==> config.mk <==
export PLATFORM = sky130hd
export DESIGN_NAME = note_color_pixel_renderer_unit_flat
export DESIGN_NICKNAME = d
export VERILOG_FILES = /design/src/rtl/ncpr_pkg.sv /design/src/rtl/ncpr_ifs.sv /design/src/rtl/ncpr_decode.sv /design/src/rtl/ncpr_color.sv /design/src/rtl/ncpr_scale.sv /design/src/rtl/note_color_pixel_renderer_unit.sv /design/src/flat_wrapper.sv
export SDC_FILE = /design/constraint.sdc
export NUM_CORES = 1
export LEC_CHECK = 0
export BUFFER_PORTS_ARGS = -buffer_cell sky130_fd_sc_hd__buf_2
export CORE_ASPECT_RATIO = 1.75
export CORE_MARGIN = 5
export CORE_UTILIZATION = 50
export DETAILED_ROUTE_END_ITERATION = 8
export GPL_TIMING_DRIVEN = 0
export PLACE_DENSITY = 0.69
export SYNTH_ARGS = -nofsm -noshare
export SYNTH_HDL_FRONTEND = slang
export SYNTH_SLANG_ARGS = --single-unit
==> constraint.sdc <==
create_clock -name clock -period 6.3 [get_ports clock]
set_input_delay 1.26 -clock clock [delete_from_list [all_inputs] [get_ports clock]]
set_output_delay 1.26 -clock clock [all_outputs]
set_load 0.02 [all_outputs]
==> src/rtl/ncpr_pkg.sv <==
// shared types, constants and lookup tables for the note color pixel renderer
`timescale 1ns / 1ps
`default_nettype none
package ncpr_pkg;

   // number of keys in the position table
   localparam int KEY_COUNT = 80;
   // multiple of 12 added so the note class sum never goes negative
   localparam int CLASS_BIAS = 132;
   // fixed-point scale factor per unit of scaled brightness
   localparam int GAIN_MUL = 655;
   // gain after reset: brightness 100 gives 75, times 655
   localparam logic [15:0] GAIN_RESET = 16'd49125;
   localparam logic [23:0] GREY_COLOR = 24'hB3B3B3;
   localparam logic [23:0] BLACK_COLOR = 24'h000000;

   // configuration register indexes
   typedef enum logic [3:0] {
      CSR_BRIGHTNESS   = 4'd0,
      CSR_LEFT_MODE    = 4'd1,
      CSR_RIGHT_MODE   = 4'd2,
      CSR_LEFT_SEMI    = 4'd3,
      CSR_RIGHT_SEMI   = 4'd4,
      CSR_LEFT_ANCHOR  = 4'd5,
      CSR_RIGHT_ANCHOR = 4'd6,
      CSR_BASS_SHIFT   = 4'd7
   } csr_index_type;

   typedef enum logic [1:0] {
      ZN_CTRL  = 2'd0,
      ZN_GRID  = 2'd1,
      ZN_THUMB = 2'd2,
      ZN_BASS  = 2'd3
   } zone_type;

   // how stage d picks the color
   typedef enum logic [1:0] {
      KIND_BLACK = 2'd0,
      KIND_GREY  = 2'd1,
      KIND_GRID  = 2'd2,
      KIND_SOFT  = 2'd3
   } kind_type;

   typedef struct packed {
      zone_type   zone;
      logic       hand;
      logic [1:0] row;
      logic [2:0] col;
   } key_info_type;

   // register view handed to the pipeline
   typedef struct packed {
      logic [15:0] gain;
      logic        left_mode;
      logic        right_mode;
      logic [6:0]  left_semi;
      logic [6:0]  right_semi;
      logic [6:0]  left_anchor;
      logic [6:0]  right_anchor;
      logic [6:0]  bass_shift;
   } cfg_type;

   typedef struct packed {
      kind_type   kind;
      logic [8:0] cls_biased;
      logic       last;
   } class_item_type;

   typedef struct packed {
      logic [23:0] hex;
      logic        last;
   } color_item_type;

   // position table packed as {zone, hand, row, col}
   localparam logic [7:0] KEY_ROM [KEY_COUNT] = '{
      8'h00, 8'h01, 8'h02, 8'h03, 8'h04,
      8'h20, 8'h21, 8'h22, 8'h23, 8'h24,
      8'h58, 8'h59, 8'h5A, 8'h5B, 8'h5C, 8'h5D,
      8'h78, 8'h79, 8'h7A, 8'h7B, 8'h7C, 8'h7D,
      8'h50, 8'h51, 8'h52, 8'h53, 8'h54, 8'h55,
      8'h70, 8'h71, 8'h72, 8'h73, 8'h74, 8'h75,
      8'h48, 8'h49, 8'h4A, 8'h4B, 8'h4C, 8'h4D,
      8'h68, 8'h69, 8'h6A, 8'h6B, 8'h6C, 8'h6D,
      8'h40, 8'h41, 8'h42, 8'h43, 8'h44, 8'h45,
      8'h88, 8'h89, 8'h8A,
      8'hAB, 8'hA5, 8'hAD,
      8'h60, 8'h61, 8'h62, 8'h63, 8'h64, 8'h65,
      8'h00, 8'h01,
      8'hC0, 8'hC1, 8'hC2,
      8'h80, 8'h81, 8'h82,
      8'hA3, 8'hA4, 8'hAC,
      8'hE0, 8'hE1, 8'hE2,
      8'h21, 8'h20
   };

   function automatic key_info_type key_lookup(input logic [6:0] idx);
      key_info_type info;
      info = '0;
      if (idx < 7'(KEY_COUNT)) begin
         info = key_info_type'(KEY_ROM[idx]);
      end
      return info;
   endfunction

   // two-octave layout: even rows take the white-ish set, odd rows the rest
   function automatic logic [3:0] row_class(input logic odd, input logic [2:0] col);
      logic [3:0] cls;
      case ({odd, col})
         4'b0_000, 4'b0_110: cls = 4'd0;
         4'b0_001, 4'b0_111: cls = 4'd2;
         4'b0_010: cls = 4'd4;
         4'b0_011: cls = 4'd7;
         4'b0_100: cls = 4'd9;
         4'b0_101: cls = 4'd11;
         4'b1_000, 4'b1_110: cls = 4'd1;
         4'b1_001, 4'b1_111: cls = 4'd3;
         4'b1_010: cls = 4'd5;
         4'b1_011: cls = 4'd6;
         4'b1_100: cls = 4'd8;
         4'b1_101: cls = 4'd10;
         default:  cls = 4'd0;
      endcase
      return cls;
   endfunction

   function automatic logic [23:0] chroma_color(input logic [3:0] cls);
      logic [23:0] hex;
      case (cls)
         4'd0:    hex = 24'hFF0000;
         4'd1:    hex = 24'hFF4500;
         4'd2:    hex = 24'hFFA500;
         4'd3:    hex = 24'hFFFF00;
         4'd4:    hex = 24'h80FF00;
         4'd5:    hex = 24'h00FF00;
         4'd6:    hex = 24'h00E05F;
         4'd7:    hex = 24'h00FFFF;
         4'd8:    hex = 24'h0000FF;
         4'd9:    hex = 24'h8000FF;
         4'd10:   hex = 24'h7A00FF;
         4'd11:   hex = 24'hFF00FF;
         default: hex = BLACK_COLOR;
      endcase
      return hex;
   endfunction

   // note colors washed toward white for thumb and bass keys
   function automatic logic [23:0] soft_color(input logic [3:0] cls);
      logic [23:0] hex;
      case (cls)
         4'd0:    hex = 24'hFF3F3F;
         4'd1:    hex = 24'hFF733F;
         4'd2:    hex = 24'hFFBB3F;
         4'd3:    hex = 24'hFFFF3F;
         4'd4:    hex = 24'h9FFF3F;
         4'd5:    hex = 24'h3FFF3F;
         4'd6:    hex = 24'h3FE787;
         4'd7:    hex = 24'h3FFFFF;
         4'd8:    hex = 24'h3F3FFF;
         4'd9:    hex = 24'h5C26FF;
         4'd10:   hex = 24'hB73FFF;
         4'd11:   hex = 24'hFF82FF;
         default: hex = BLACK_COLOR;
      endcase
      return hex;
   endfunction

endpackage
`default_nettype wire

==> src/rtl/ncpr_ifs.sv <==
// valid/ready channel interfaces for pixel requests, colors and register writes
`timescale 1ns / 1ps
`default_nettype none
interface ncpr_req_if;
   logic       valid;
   logic       ready;
   logic [7:0] key_position;
   logic       last_pixel;
   modport source(output valid, output key_position, output last_pixel, input ready);
   modport sink(input valid, input key_position, input last_pixel, output ready);
endinterface

interface ncpr_rsp_if;
   logic       valid;
   logic       ready;
   logic [7:0] red;
   logic [7:0] green;
   logic [7:0] blue;
   logic       frame_end;
   modport source(output valid, output red, output green, output blue,
                  output frame_end, input ready);
   modport sink(input valid, input red, input green, input blue,
                input frame_end, output ready);
endinterface

interface ncpr_csr_if;
   logic       valid;
   logic       ready;
   logic [3:0] index;
   logic [6:0] data;
   modport source(output valid, output index, output data, input ready);
   modport sink(input valid, input index, input data, output ready);
endinterface
`default_nettype wire

==> src/rtl/ncpr_decode.sv <==
// stages a and b: position table lookup, then the biased note class sum
`timescale 1ns / 1ps
`default_nettype none
module ncpr_decode (
   input  wire logic                     clock,
   input  wire logic                     reset,
   input  wire ncpr_pkg::cfg_type        cfg,
   input  wire logic                     in_valid,
   output logic                          in_ready,
   input  wire logic [7:0]               key_position,
   input  wire logic                     last_pixel,
   output logic                          out_valid,
   input  wire logic                     out_ready,
   output ncpr_pkg::class_item_type      out_item
);

   logic                   a_valid_ff;
   ncpr_pkg::key_info_type a_info_ff, a_info_in;
   logic                   a_range_ff, a_range_in;
   logic                   a_last_ff;
   logic                   a_ready;

   logic                     b_valid_ff;
   ncpr_pkg::class_item_type b_item_ff, b_item_in;

   logic              mode;
   logic [6:0]        semi;
   logic [6:0]        anchor;
   logic signed [9:0] base;
   logic signed [9:0] shift;
   logic signed [9:0] sum;

   // stage a: table lookup
   assign a_range_in = (key_position < 8'(ncpr_pkg::KEY_COUNT));
   assign a_info_in  = ncpr_pkg::key_lookup(key_position[6:0]);
   assign a_ready    = !b_valid_ff || out_ready;
   assign in_ready   = !a_valid_ff || a_ready;

   always_ff @(posedge clock) begin
      if (reset) begin
         a_valid_ff <= 1'b0;
      end else if (in_ready) begin
         a_valid_ff <= in_valid;
      end
   end

   always_ff @(posedge clock) begin
      if (in_valid && in_ready) begin
         a_info_ff  <= a_info_in;
         a_range_ff <= a_range_in;
         a_last_ff  <= last_pixel;
      end
   end

   // stage b: per-hand settings select
   always_comb begin
      mode   = a_info_ff.hand ? cfg.right_mode : cfg.left_mode;
      semi   = a_info_ff.hand ? cfg.right_semi : cfg.left_semi;
      anchor = a_info_ff.hand ? cfg.right_anchor : cfg.left_anchor;
   end

   // stage b: note class before reduction, biased to stay positive
   always_comb begin
      base  = '0;
      shift = '0;
      case (a_info_ff.zone)
         ncpr_pkg::ZN_GRID: begin
            shift = {{3{semi[6]}}, semi};
            if (!mode) begin
               base = {6'b0, ncpr_pkg::row_class(a_info_ff.row[0], a_info_ff.col)};
            end else begin
               base = {{3{anchor[6]}}, anchor} + {6'b0, a_info_ff.col, 1'b0}
                      + {8'b0, a_info_ff.row};
            end
         end
         ncpr_pkg::ZN_THUMB: begin
            shift = {{3{cfg.bass_shift[6]}}, cfg.bass_shift};
            base  = {6'b0, a_info_ff.col, 1'b0} + {8'b0, a_info_ff.row};
         end
         ncpr_pkg::ZN_BASS: begin
            shift = {{3{cfg.bass_shift[6]}}, cfg.bass_shift};
            base  = a_info_ff.hand ? {7'b0, a_info_ff.col} : 10'sd9 + {7'b0, a_info_ff.col};
         end
         default: begin
            base  = '0;
            shift = '0;
         end
      endcase
      sum = base + shift + 10'(ncpr_pkg::CLASS_BIAS);
   end

   // stage b: color kind
   always_comb begin
      b_item_in.cls_biased = sum[8:0];
      b_item_in.last       = a_last_ff;
      if (!a_range_ff) begin
         b_item_in.kind = ncpr_pkg::KIND_BLACK;
      end else begin
         case (a_info_ff.zone)
            ncpr_pkg::ZN_CTRL: b_item_in.kind = ncpr_pkg::KIND_GREY;
            ncpr_pkg::ZN_GRID: b_item_in.kind = ncpr_pkg::KIND_GRID;
            default:           b_item_in.kind = ncpr_pkg::KIND_SOFT;
         endcase
      end
   end

   always_ff @(posedge clock) begin
      if (reset) begin
         b_valid_ff <= 1'b0;
      end else if (a_ready) begin
         b_valid_ff <= a_valid_ff;
      end
   end

   always_ff @(posedge clock) begin
      if (a_valid_ff && a_ready) begin
         b_item_ff <= b_item_in;
      end
   end

   assign out_valid = b_valid_ff;
   assign out_item  = b_item_ff;

endmodule
`default_nettype wire

==> src/rtl/ncpr_color.sv <==
// stages c and d: floor-mod 12 of the note class, then the color table
`timescale 1ns / 1ps
`default_nettype none
module ncpr_color (
   input  wire logic                     clock,
   input  wire logic                     reset,
   input  wire logic                     in_valid,
   output logic                          in_ready,
   input  wire ncpr_pkg::class_item_type in_item,
   output logic                          out_valid,
   input  wire logic                     out_ready,
   output ncpr_pkg::color_item_type      out_item
);

   logic                c_valid_ff;
   ncpr_pkg::kind_type  c_kind_ff;
   logic [3:0]          c_cls_ff, c_cls_in;
   logic                c_last_ff;
   logic                c_ready;

   logic                     d_valid_ff;
   ncpr_pkg::color_item_type d_item_ff, d_item_in;

   logic [16:0] recip;
   logic [5:0]  quot;
   logic [8:0]  rem;

   // stage c: quotient by reciprocal 171/2048, exact for every 9-bit sum
   always_comb begin
      recip    = {8'b0, in_item.cls_biased} * 17'd171;
      quot     = recip[16:11];
      rem      = in_item.cls_biased - ({quot, 3'b0} + {1'b0, quot, 2'b0});
      c_cls_in = rem[3:0];
   end

   assign c_ready  = !d_valid_ff || out_ready;
   assign in_ready = !c_valid_ff || c_ready;

   always_ff @(posedge clock) begin
      if (reset) begin
         c_valid_ff <= 1'b0;
      end else if (in_ready) begin
         c_valid_ff <= in_valid;
      end
   end

   always_ff @(posedge clock) begin
      if (in_valid && in_ready) begin
         c_kind_ff <= in_item.kind;
         c_cls_ff  <= c_cls_in;
         c_last_ff <= in_item.last;
      end
   end

   // stage d: color select
   always_comb begin
      d_item_in.last = c_last_ff;
      case (c_kind_ff)
         ncpr_pkg::KIND_GRID: d_item_in.hex = ncpr_pkg::chroma_color(c_cls_ff);
         ncpr_pkg::KIND_SOFT: d_item_in.hex = ncpr_pkg::soft_color(c_cls_ff);
         ncpr_pkg::KIND_GREY: d_item_in.hex = ncpr_pkg::GREY_COLOR;
         default:             d_item_in.hex = ncpr_pkg::BLACK_COLOR;
      endcase
   end

   always_ff @(posedge clock) begin
      if (reset) begin
         d_valid_ff <= 1'b0;
      end else if (c_ready) begin
         d_valid_ff <= c_valid_ff;
      end
   end

   always_ff @(posedge clock) begin
      if (c_valid_ff && c_ready) begin
         d_item_ff <= d_item_in;
      end
   end

   assign out_valid = d_valid_ff;
   assign out_item  = d_item_ff;

endmodule
`default_nettype wire

==> src/rtl/ncpr_scale.sv <==
// stage e: brightness scaling of each channel into the output register
`timescale 1ns / 1ps
`default_nettype none
module ncpr_scale (
   input  wire logic                     clock,
   input  wire logic                     reset,
   input  wire logic [15:0]              gain,
   input  wire logic                     in_valid,
   output logic                          in_ready,
   input  wire ncpr_pkg::color_item_type in_item,
   output logic                          out_valid,
   input  wire logic                     out_ready,
   output logic [7:0]                    red,
   output logic [7:0]                    green,
   output logic [7:0]                    blue,
   output logic                          frame_end
);

   logic        e_valid_ff;
   logic [7:0]  red_ff, green_ff, blue_ff;
   logic        last_ff;
   logic [23:0] red_in, green_in, blue_in;

   // channel times gain, keep the top byte
   always_comb begin
      red_in   = {16'b0, in_item.hex[23:16]} * {8'b0, gain};
      green_in = {16'b0, in_item.hex[15:8]} * {8'b0, gain};
      blue_in  = {16'b0, in_item.hex[7:0]} * {8'b0, gain};
   end

   assign in_ready = !e_valid_ff || out_ready;

   always_ff @(posedge clock) begin
      if (reset) begin
         e_valid_ff <= 1'b0;
      end else if (in_ready) begin
         e_valid_ff <= in_valid;
      end
   end

   always_ff @(posedge clock) begin
      if (in_valid && in_ready) begin
         red_ff   <= red_in[23:16];
         green_ff <= green_in[23:16];
         blue_ff  <= blue_in[23:16];
         last_ff  <= in_item.last;
      end
   end

   assign out_valid = e_valid_ff;
   assign red       = red_ff;
   assign green     = green_ff;
   assign blue      = blue_ff;
   assign frame_end = last_ff;

endmodule
`default_nettype wire

==> src/rtl/note_color_pixel_renderer_unit.sv <==
// Note color pixel renderer: maps a key position to a scaled RGB pixel color.
// Five register stages (table lookup, class sum, mod 12, color select,
// brightness multiply) take one item per clock when the output is not
// stalled; each stage holds its item under backpressure, so a stalled output
// lets the upstream stages keep filling. Register writes are taken every
// cycle; brightness is folded into a 16-bit gain at write time, and writes
// to indexes beyond the eight registers are dropped.
`timescale 1ns / 1ps
`default_nettype none
module note_color_pixel_renderer_unit (
   input  wire logic clock,
   input  wire logic reset,
   ncpr_req_if.sink   req_ch,
   ncpr_rsp_if.source rsp_ch,
   ncpr_csr_if.sink   csr_ch
);

   ncpr_pkg::cfg_type        cfg_ff;
   logic [8:0]               bright3;
   logic [6:0]               scaled;
   logic [15:0]              gain_in;

   logic                     b_valid, b_ready;
   ncpr_pkg::class_item_type b_item;
   logic                     d_valid, d_ready;
   ncpr_pkg::color_item_type d_item;

   // brightness * 75 / 100 is exactly 3 * brightness / 4
   always_comb begin
      bright3 = {2'b0, csr_ch.data} + {1'b0, csr_ch.data, 1'b0};
      scaled  = bright3[8:2];
      gain_in = {9'b0, scaled} * 16'(ncpr_pkg::GAIN_MUL);
   end

   assign csr_ch.ready = 1'b1;

   // configuration registers
   always_ff @(posedge clock) begin
      if (reset) begin
         cfg_ff.gain         <= ncpr_pkg::GAIN_RESET;
         cfg_ff.left_mode    <= 1'b0;
         cfg_ff.right_mode   <= 1'b0;
         cfg_ff.left_semi    <= '0;
         cfg_ff.right_semi   <= '0;
         cfg_ff.left_anchor  <= '0;
         cfg_ff.right_anchor <= '0;
         cfg_ff.bass_shift   <= '0;
      end else if (csr_ch.valid) begin
         case (csr_ch.index)
            ncpr_pkg::CSR_BRIGHTNESS:   cfg_ff.gain         <= gain_in;
            ncpr_pkg::CSR_LEFT_MODE:    cfg_ff.left_mode    <= csr_ch.data[0];
            ncpr_pkg::CSR_RIGHT_MODE:   cfg_ff.right_mode   <= csr_ch.data[0];
            ncpr_pkg::CSR_LEFT_SEMI:    cfg_ff.left_semi    <= csr_ch.data;
            ncpr_pkg::CSR_RIGHT_SEMI:   cfg_ff.right_semi   <= csr_ch.data;
            ncpr_pkg::CSR_LEFT_ANCHOR:  cfg_ff.left_anchor  <= csr_ch.data;
            ncpr_pkg::CSR_RIGHT_ANCHOR: cfg_ff.right_anchor <= csr_ch.data;
            ncpr_pkg::CSR_BASS_SHIFT:   cfg_ff.bass_shift   <= csr_ch.data;
            default: ;
         endcase
      end
   end

   // pipeline
   ncpr_decode u_decode (
      .clock        (clock),
      .reset        (reset),
      .cfg          (cfg_ff),
      .in_valid     (req_ch.valid),
      .in_ready     (req_ch.ready),
      .key_position (req_ch.key_position),
      .last_pixel   (req_ch.last_pixel),
      .out_valid    (b_valid),
      .out_ready    (b_ready),
      .out_item     (b_item)
   );

   ncpr_color u_color (
      .clock     (clock),
      .reset     (reset),
      .in_valid  (b_valid),
      .in_ready  (b_ready),
      .in_item   (b_item),
      .out_valid (d_valid),
      .out_ready (d_ready),
      .out_item  (d_item)
   );

   ncpr_scale u_scale (
      .clock     (clock),
      .reset     (reset),
      .gain      (cfg_ff.gain),
      .in_valid  (d_valid),
      .in_ready  (d_ready),
      .in_item   (d_item),
      .out_valid (rsp_ch.valid),
      .out_ready (rsp_ch.ready),
      .red       (rsp_ch.red),
      .green     (rsp_ch.green),
      .blue      (rsp_ch.blue),
      .frame_end (rsp_ch.frame_end)
   );

endmodule
`default_nettype wire

==> src/flat_wrapper.sv <==
// flat-port wrapper written by rule: the top's interface ports become plain ports
module note_color_pixel_renderer_unit_flat 
  (clock, reset, req_ch_valid, req_ch_key_position, req_ch_last_pixel, req_ch_ready, rsp_ch_valid, rsp_ch_red, rsp_ch_green, rsp_ch_blue, rsp_ch_frame_end, rsp_ch_ready, csr_ch_valid, csr_ch_index, csr_ch_data, csr_ch_ready);
  ncpr_req_if req_ch_i ();
  ncpr_rsp_if rsp_ch_i ();
  ncpr_csr_if csr_ch_i ();
  input  wire logic clock;
  input  wire logic reset;
  input wire logic [$bits(req_ch_i.valid)-1:0] req_ch_valid;
  input wire logic [$bits(req_ch_i.key_position)-1:0] req_ch_key_position;
  input wire logic [$bits(req_ch_i.last_pixel)-1:0] req_ch_last_pixel;
  output wire logic [$bits(req_ch_i.ready)-1:0] req_ch_ready;
  output wire logic [$bits(rsp_ch_i.valid)-1:0] rsp_ch_valid;
  output wire logic [$bits(rsp_ch_i.red)-1:0] rsp_ch_red;
  output wire logic [$bits(rsp_ch_i.green)-1:0] rsp_ch_green;
  output wire logic [$bits(rsp_ch_i.blue)-1:0] rsp_ch_blue;
  output wire logic [$bits(rsp_ch_i.frame_end)-1:0] rsp_ch_frame_end;
  input wire logic [$bits(rsp_ch_i.ready)-1:0] rsp_ch_ready;
  input wire logic [$bits(csr_ch_i.valid)-1:0] csr_ch_valid;
  input wire logic [$bits(csr_ch_i.index)-1:0] csr_ch_index;
  input wire logic [$bits(csr_ch_i.data)-1:0] csr_ch_data;
  output wire logic [$bits(csr_ch_i.ready)-1:0] csr_ch_ready;
  assign req_ch_i.valid = req_ch_valid;
  assign req_ch_i.key_position = req_ch_key_position;
  assign req_ch_i.last_pixel = req_ch_last_pixel;
  assign req_ch_ready = req_ch_i.ready;
  assign rsp_ch_valid = rsp_ch_i.valid;
  assign rsp_ch_red = rsp_ch_i.red;
  assign rsp_ch_green = rsp_ch_i.green;
  assign rsp_ch_blue = rsp_ch_i.blue;
  assign rsp_ch_frame_end = rsp_ch_i.frame_end;
  assign rsp_ch_i.ready = rsp_ch_ready;
  assign csr_ch_i.valid = csr_ch_valid;
  assign csr_ch_i.index = csr_ch_index;
  assign csr_ch_i.data = csr_ch_data;
  assign csr_ch_ready = csr_ch_i.ready;
  note_color_pixel_renderer_unit u_core (.clock(clock), .reset(reset), .req_ch(req_ch_i), .rsp_ch(rsp_ch_i), .csr_ch(csr_ch_i));
endmodule
# [After elaboration in Yosys (flattened, before gate mapping)]
# Memory sizes are Yosys's and may differ from the RTL's. A register that Yosys moved wholly into a read port is not among the register bits.
# Cells that the tools add are included.
[totals] elab_cells=99 out_inout_bits=28 input_bits=25 n_memories=4 rom_bits=1856 regBits=129
[memory_table] memory="(no name shown)" depth=128 width=8 rd=1 rd_clocked_by_memory_dff=1 write_ports=0 line_no="ncpr_pkg.sv:100" source="info = key_info_type'(KEY_ROM[idx]);"
[memory_table] memory="(no name shown)" depth=16 width=24 rd=1 rd_clocked_by_memory_dff=1 write_ports=0 line_no="ncpr_pkg.sv:128" source="case (cls)"
[memory_table] memory="(no name shown)" depth=16 width=24 rd=1 rd_clocked_by_memory_dff=1 write_ports=0 line_no="ncpr_pkg.sv:149" source="case (cls)"
[memory_table] memory="(no name shown)" depth=16 width=4 rd=1 rd_clocked_by_memory_dff=0 write_ports=0 line_no="ncpr_pkg.sv:108" source="case ({odd, col})"
[classes] n_addsub=9 n_mux=11 multipliers=5 order_cmp=2 eq_ne=13 reduce_logical=27 bitwise_logic=1
[op_table] operator="8-bit by 16-bit multiplier with 24-bit output" n=3
[op_table] operator="24-bit one-hot mux with 3 select lines" n=1
[op_table] operator="9-bit one-hot mux with 3 select lines" n=1
[op_table] operator="9-bit one-hot mux with 2 select lines" n=1
[op_table] operator="4-bit by 3-bit == test with 1-bit output, second input constant" n=4
[op_table] operator="7-bit by 10-bit multiplier with 16-bit output, second input constant" n=1
[op_table] operator="2-bit AND reduction" n=8
[op_table] operator="7-bit two-way mux" n=2
[op_table] operator="9-bit by 8-bit multiplier with 13-bit output, second input constant" n=1
[op_table] operator="7-bit by 8-bit adder with 9-bit output" n=1
[op_table] operator="8-bit by 3-bit adder with 9-bit output" n=1
[op_table] operator="9-bit adder" n=1
[op_table] operator="9-bit adder, second input constant" n=1
[op_table] operator="9-bit two-way mux" n=1
[op_table] operator="7-bit by 5-bit adder with 8-bit output" n=1
[op_table] operator="2-bit == test, second input constant" n=4
[op_table] operator="4-bit by 2-bit == test with 1-bit output, second input constant" n=2
[op_table] operator="8-bit by 7-bit < comparator with 1-bit output, second input constant" n=1
[op_table] operator="4-bit two-way mux" n=2
[op_table] operator="7-bit inverter with 8-bit output" n=1
[op_table] operator="7-bit < comparator, second input constant" n=1
[op_table] operator="1-bit zero test" n=6
[op_table] operator="4-bit by 2-bit adder with 5-bit output" n=1
[op_table] operator="4-bit by 3-bit adder with 5-bit output, first input constant" n=1
[op_table] operator="12 further kinds" n=21

# [Depth between registers and ports, before layout]
[depth] ltp_word=7 ltp_mapped=27 ltp_nobuf=26

# [Cells and area by module]
# A second synthesis with hierarchy kept.
[unflattened] hier_cells=2278 hier_area_um2=21418.0
[by_module_without_submodules] module="ncpr_scale" seq_area_each_um2=770.7 area_per_inst_um2=11997.8 n_inst=1 cells_per_inst=1299
[by_module_without_submodules] module="note_color_pixel_renderer_unit" seq_area_each_um2=1061.0 area_per_inst_um2=3530.9 n_inst=1 cells_per_inst=379
[by_module_without_submodules] module="ncpr_color" seq_area_each_um2=1411.4 area_per_inst_um2=3223.1 n_inst=1 cells_per_inst=299
[by_module_without_submodules] module="ncpr_decode" seq_area_each_um2=700.7 area_per_inst_um2=2666.3 n_inst=1 cells_per_inst=301

# [Worst setup path after synthesis]
# Ideal clock, no wire load.
[synth_timing] path_kind="input port to flip-flop" startpoint="input port csr_ch_data[0]" endpoint="register, netlist name u_core.cfg_ff[51]" path_stages=26 setup_slack_ns=0.123 path_buffers=1 t_required_ns=6.172 setup_ns=0.128 t_arrival_ns=6.049 path_cell_list="clkbuf_1 > nand2_1 > fa_1 > inv_1 > a21oi_1 > o21bai_1 > a21oi_1 > nor2_1 > nor2_1 > xnor2_1 > inv_1 > fa_1 > fa_1 > fa_1 > inv_1 > fa_1 > inv_1 > ha_1 > o21ai_0 > nand2b_1 > and2_1 > a41oi_1 > o21ai_1 > xor2_1 > mux2i_1 > nor2_1"
[synth_via] elab_chain_cells=2
[synth_lines] element="from (decl)" line_no="flat_wrapper.sv:21" source="input wire logic [$bits(csr_ch_i.data)-1:0] csr_ch_data;"
[synth_lines] element="7-bit by 8-bit adder with 9-bit output" line_no="note_color_pixel_renderer_unit.sv:30" source="bright3 = {2'b0, csr_ch.data} + {1'b0, csr_ch.data, 1'b0};"
[synth_lines] element="7-bit by 10-bit multiplier with 16-bit output" line_no="note_color_pixel_renderer_unit.sv:32" source="gain_in = {9'b0, scaled} * 16'(ncpr_pkg::GAIN_MUL);"
# No other way between the ends.
# A chain may end at the register's enable or synchronous reset.

# [Final worst setup path]
[layout_timing] startpoint="input port csr_ch_data[2]" endpoint="register, netlist name u_core.cfg_ff[51]"
[layout_via] elab_chain_cells=2
[layout_lines] element="7-bit by 8-bit adder with 9-bit output" line_no="note_color_pixel_renderer_unit.sv:30"
[layout_lines] element="7-bit by 10-bit multiplier with 16-bit output" line_no="note_color_pixel_renderer_unit.sv:32"
# No other way between the ends.

==> impl_metrics.yaml <==
status:
  status: "finished clean"
sta:
  finalClockSkew_ns: 0.0210
  tightest_slew_ns: 0.930
  slew_headroom: 0.380
  setup_tns_ns: 0
  fin_crit_sh: 0.940
  drv_slew: 0
  hold-worst-slack_ns: 0.422
  hold_viol_final: 0
  worst_slack_ns: 0.379
  rsz0062_at_grt: "no"
  max_freq_mhz: 169
  fin_crit_ns: 5.92
  setup_viol: 0
critical_path:
  cp_slowest_cell: "fa_1"
  regToRegStartpoint: "u_core.cfg_ff[45]$_SDFFE_PP1P_"
  start_kind: "primary input"
  crit_top_cell: "inv_1"
  r2r_slack_ns: 0.38
  worst_setup_path_end_kind: "flip-flop"
  critPathKind: "primary input to flip-flop"
  worst-r2r-cell-count: 18
  reg2reg_to: "u_core.u_scale.green[7]$_DFFE_PP_"
  critPathMaxStageDelay_ns: 0.56
  path_max_fanout: 7
  arrival_ns: 6.24
  worstPathRequired_ns: 6.62
layout:
  filler_cell_count: 3759
  stdcell_area_sq_um: 22100
  regArea_sq_um: 3940
  drive_gt1_frac: 0.0550
  final_core_util: 0.543
  diodes: 0
  syn_to_final_growth_pct: 7.91
  instances_no_fill: 2823
  nets: 2812
  multi_input_area_sq_um: 14800
synth:
  synth-seq-area-share: 0.193
  yosysMostFrequentCell: "inv_1"
  synth_edf_count: 78
  netlist_instances: 2186
  synth_area_sq_um: 20500
  synthTopCellsByCount: "inv_1 (380), fa_1 (277), ha_1 (250)"
  ys_ff_latch: 158
  synth_area_leaders: "fa_1 (27%), ha_1 (15%), edfxtp_1 (11%)"
  syn_nets: 2738
  yosysTopAreaCell: "fa_1"
  yosysUniqueCellTypes: 74
  synth_ff_type: "dfxtp_1"
  avgSynthCellArea_sq_um: 9.37
  ys_warn_count: 0
  yosys.area.top_type_share: 0.271
  synthArstFlopShare: 0
placed_design:
  pre_cts_slack_ns: -0.798
  gp_congestion: 0.950
  placed_cells: 2788
  dpl.hpwl_um: 42400
  place_area_sq_um: 21500
  numPortBuffers: 49
clocking:
  path_clk_slew_ns: 0.07
  htree_num_levels: 4
  numCtsBuffers: 17
  cts_root_buffer: "clkbuf_16"
  clk_latency_ns: 0.46
  clkSinkCount: 158
  cts_tree: "built"
  clk_path_buf_depth: 2
grt:
  antenna_found_initial: 0
  grt_max_degree: 26
  grt_pass1_wl_um: 82700
  overflow: 0
  grt_pass1_vias: 16700
  grtUsageTotal: 0.232
route:
  drc_errors: 0
  first_pass_iters: 5
  wl_um: 50400
  wl_per_cell_um: 17.8
  vias_per_cell: 5.33
  drt_iter0_drc: 616
  final_antenna_net_count: 0
  vias: 15000
floorplan:
  start_util: 0.503
  die_area_sq_um: 45300
  row_count: 98
  dieWidth_um: 163
  core_area_sq_um: 40700
  io_pins: 53
  chipHeight_um: 278
power:
  vdd_drop_max_mv: 0.267
  p_per_area_nw_per_um2: 273
  leakagePower_nw: 10.7
  finalPower_mw: 6.04
run:
  maxCapViolCount: 0
min_path:
  min_path_cells: 0
  hold_start: "u_core.u_color.c_last_ff$_DFFE_PP_"
  hp-class: "flip-flop to flip-flop"
  min_to: "u_core.u_color.out_item[0]$_DFFE_PP_"
[metal layers]
layer / track usage / wire length (um)
met5: 0 / 0
met4: 0.140 / 3550
met3: 0.0260 / 1490
met2: 0.455 / 28400
met1: 0.225 / 16900
[cell families after synthesis]
| family | Yosys count | share of synthesized area |
|---|---|---|
| buffers and inverters | 473 | 0.0872 |
| and+or+nand+nor | 636 | 0.153 |
| DFF | 158 | 0.193 |
| AOI/OAI and AO/OA | 261 | 0.0835 |
| xor gates and xnor gates | 67 | 0.0287 |
| muxes | 63 | 0.0311 |
| adders and majority gates | 527 | 0.424 |
| other | 1 | 0.000183 |
[report_power, final]
group          total (mW)  switching, mW  internal [mW]
registers            1.33         0.0606           1.27
logic                3.69           2.09           1.61
clock network        1.02          0.463          0.557
[layout by cell type, fill, tap and decap left out, drive strengths merged, types with 46 or more instances in the layout]
master and instances:
buf 66, clkbuf 100, fa 277, a21oi 80, inv 389, o21ai 58
xnor2 46, mux2i 58, and2 220, nor2 130, nand2 207, ha 250
dfxtp 80, edfxtp 78
[how the worst max path moves through the flow]
stage / cells after the start / end / startpoint / slack [ns]
final: 26 / u_core.cfg_ff[51]$_SDFFE_PP0P_ / csr_ch_data[2] / 0.38
after global routing: 26 / u_core.cfg_ff[51]$_SDFFE_PP0P_ / csr_ch_data[1] / 0.03
after CTS: 22 / u_core.cfg_ff[51]$_SDFFE_PP0P_ / csr_ch_data[2] / 0.03
after detailed placement: 26 / u_core.cfg_ff[51]$_SDFFE_PP0P_ / csr_ch_data[0] / -0.80
after global placement: 26 / u_core.cfg_ff[51]$_SDFFE_PP0P_ / csr_ch_data[0] / -0.69
after floorplan: 26 / u_core.cfg_ff[51]$_SDFFE_PP0P_ / csr_ch_data[0] / 0.12
[layout make-up]
| type | count | area share |
|---|---|---|
| buffer | 92 | 0.0163 |
| clock buffer | 19 | 0.0197 |
| clock inverter | 13 | 0.00589 |
| inverter | 381 | 0.0647 |
| multi-input combinational | 1555 | 0.670 |
| sequential | 158 | 0.179 |
| tap | 550 | 0.0311 |
| timing repair buffer | 55 | 0.0142 |
[worst max-delay path: cells and delay by family]
family,cells,cell delay [ns]
adder cells (fa/ha/maj),6,2.39
multiplexers,1,0.14
AND/OR/NAND/NOR,5,0.53
buffers and inverters,6,0.67
AO/OA/AOI/OAI,6,0.83
XOR/XNOR,2,0.40
[repair_timing]
item / CTS / global route
gates resized for setup: 2 / 10
setup buffers: 0 / 3
pin swaps: 0 / 2
setup endpoints to repair: 4 / 5
hold buffers: 0 / 0
Note: power is estimated with default switching activity, not from simulation.
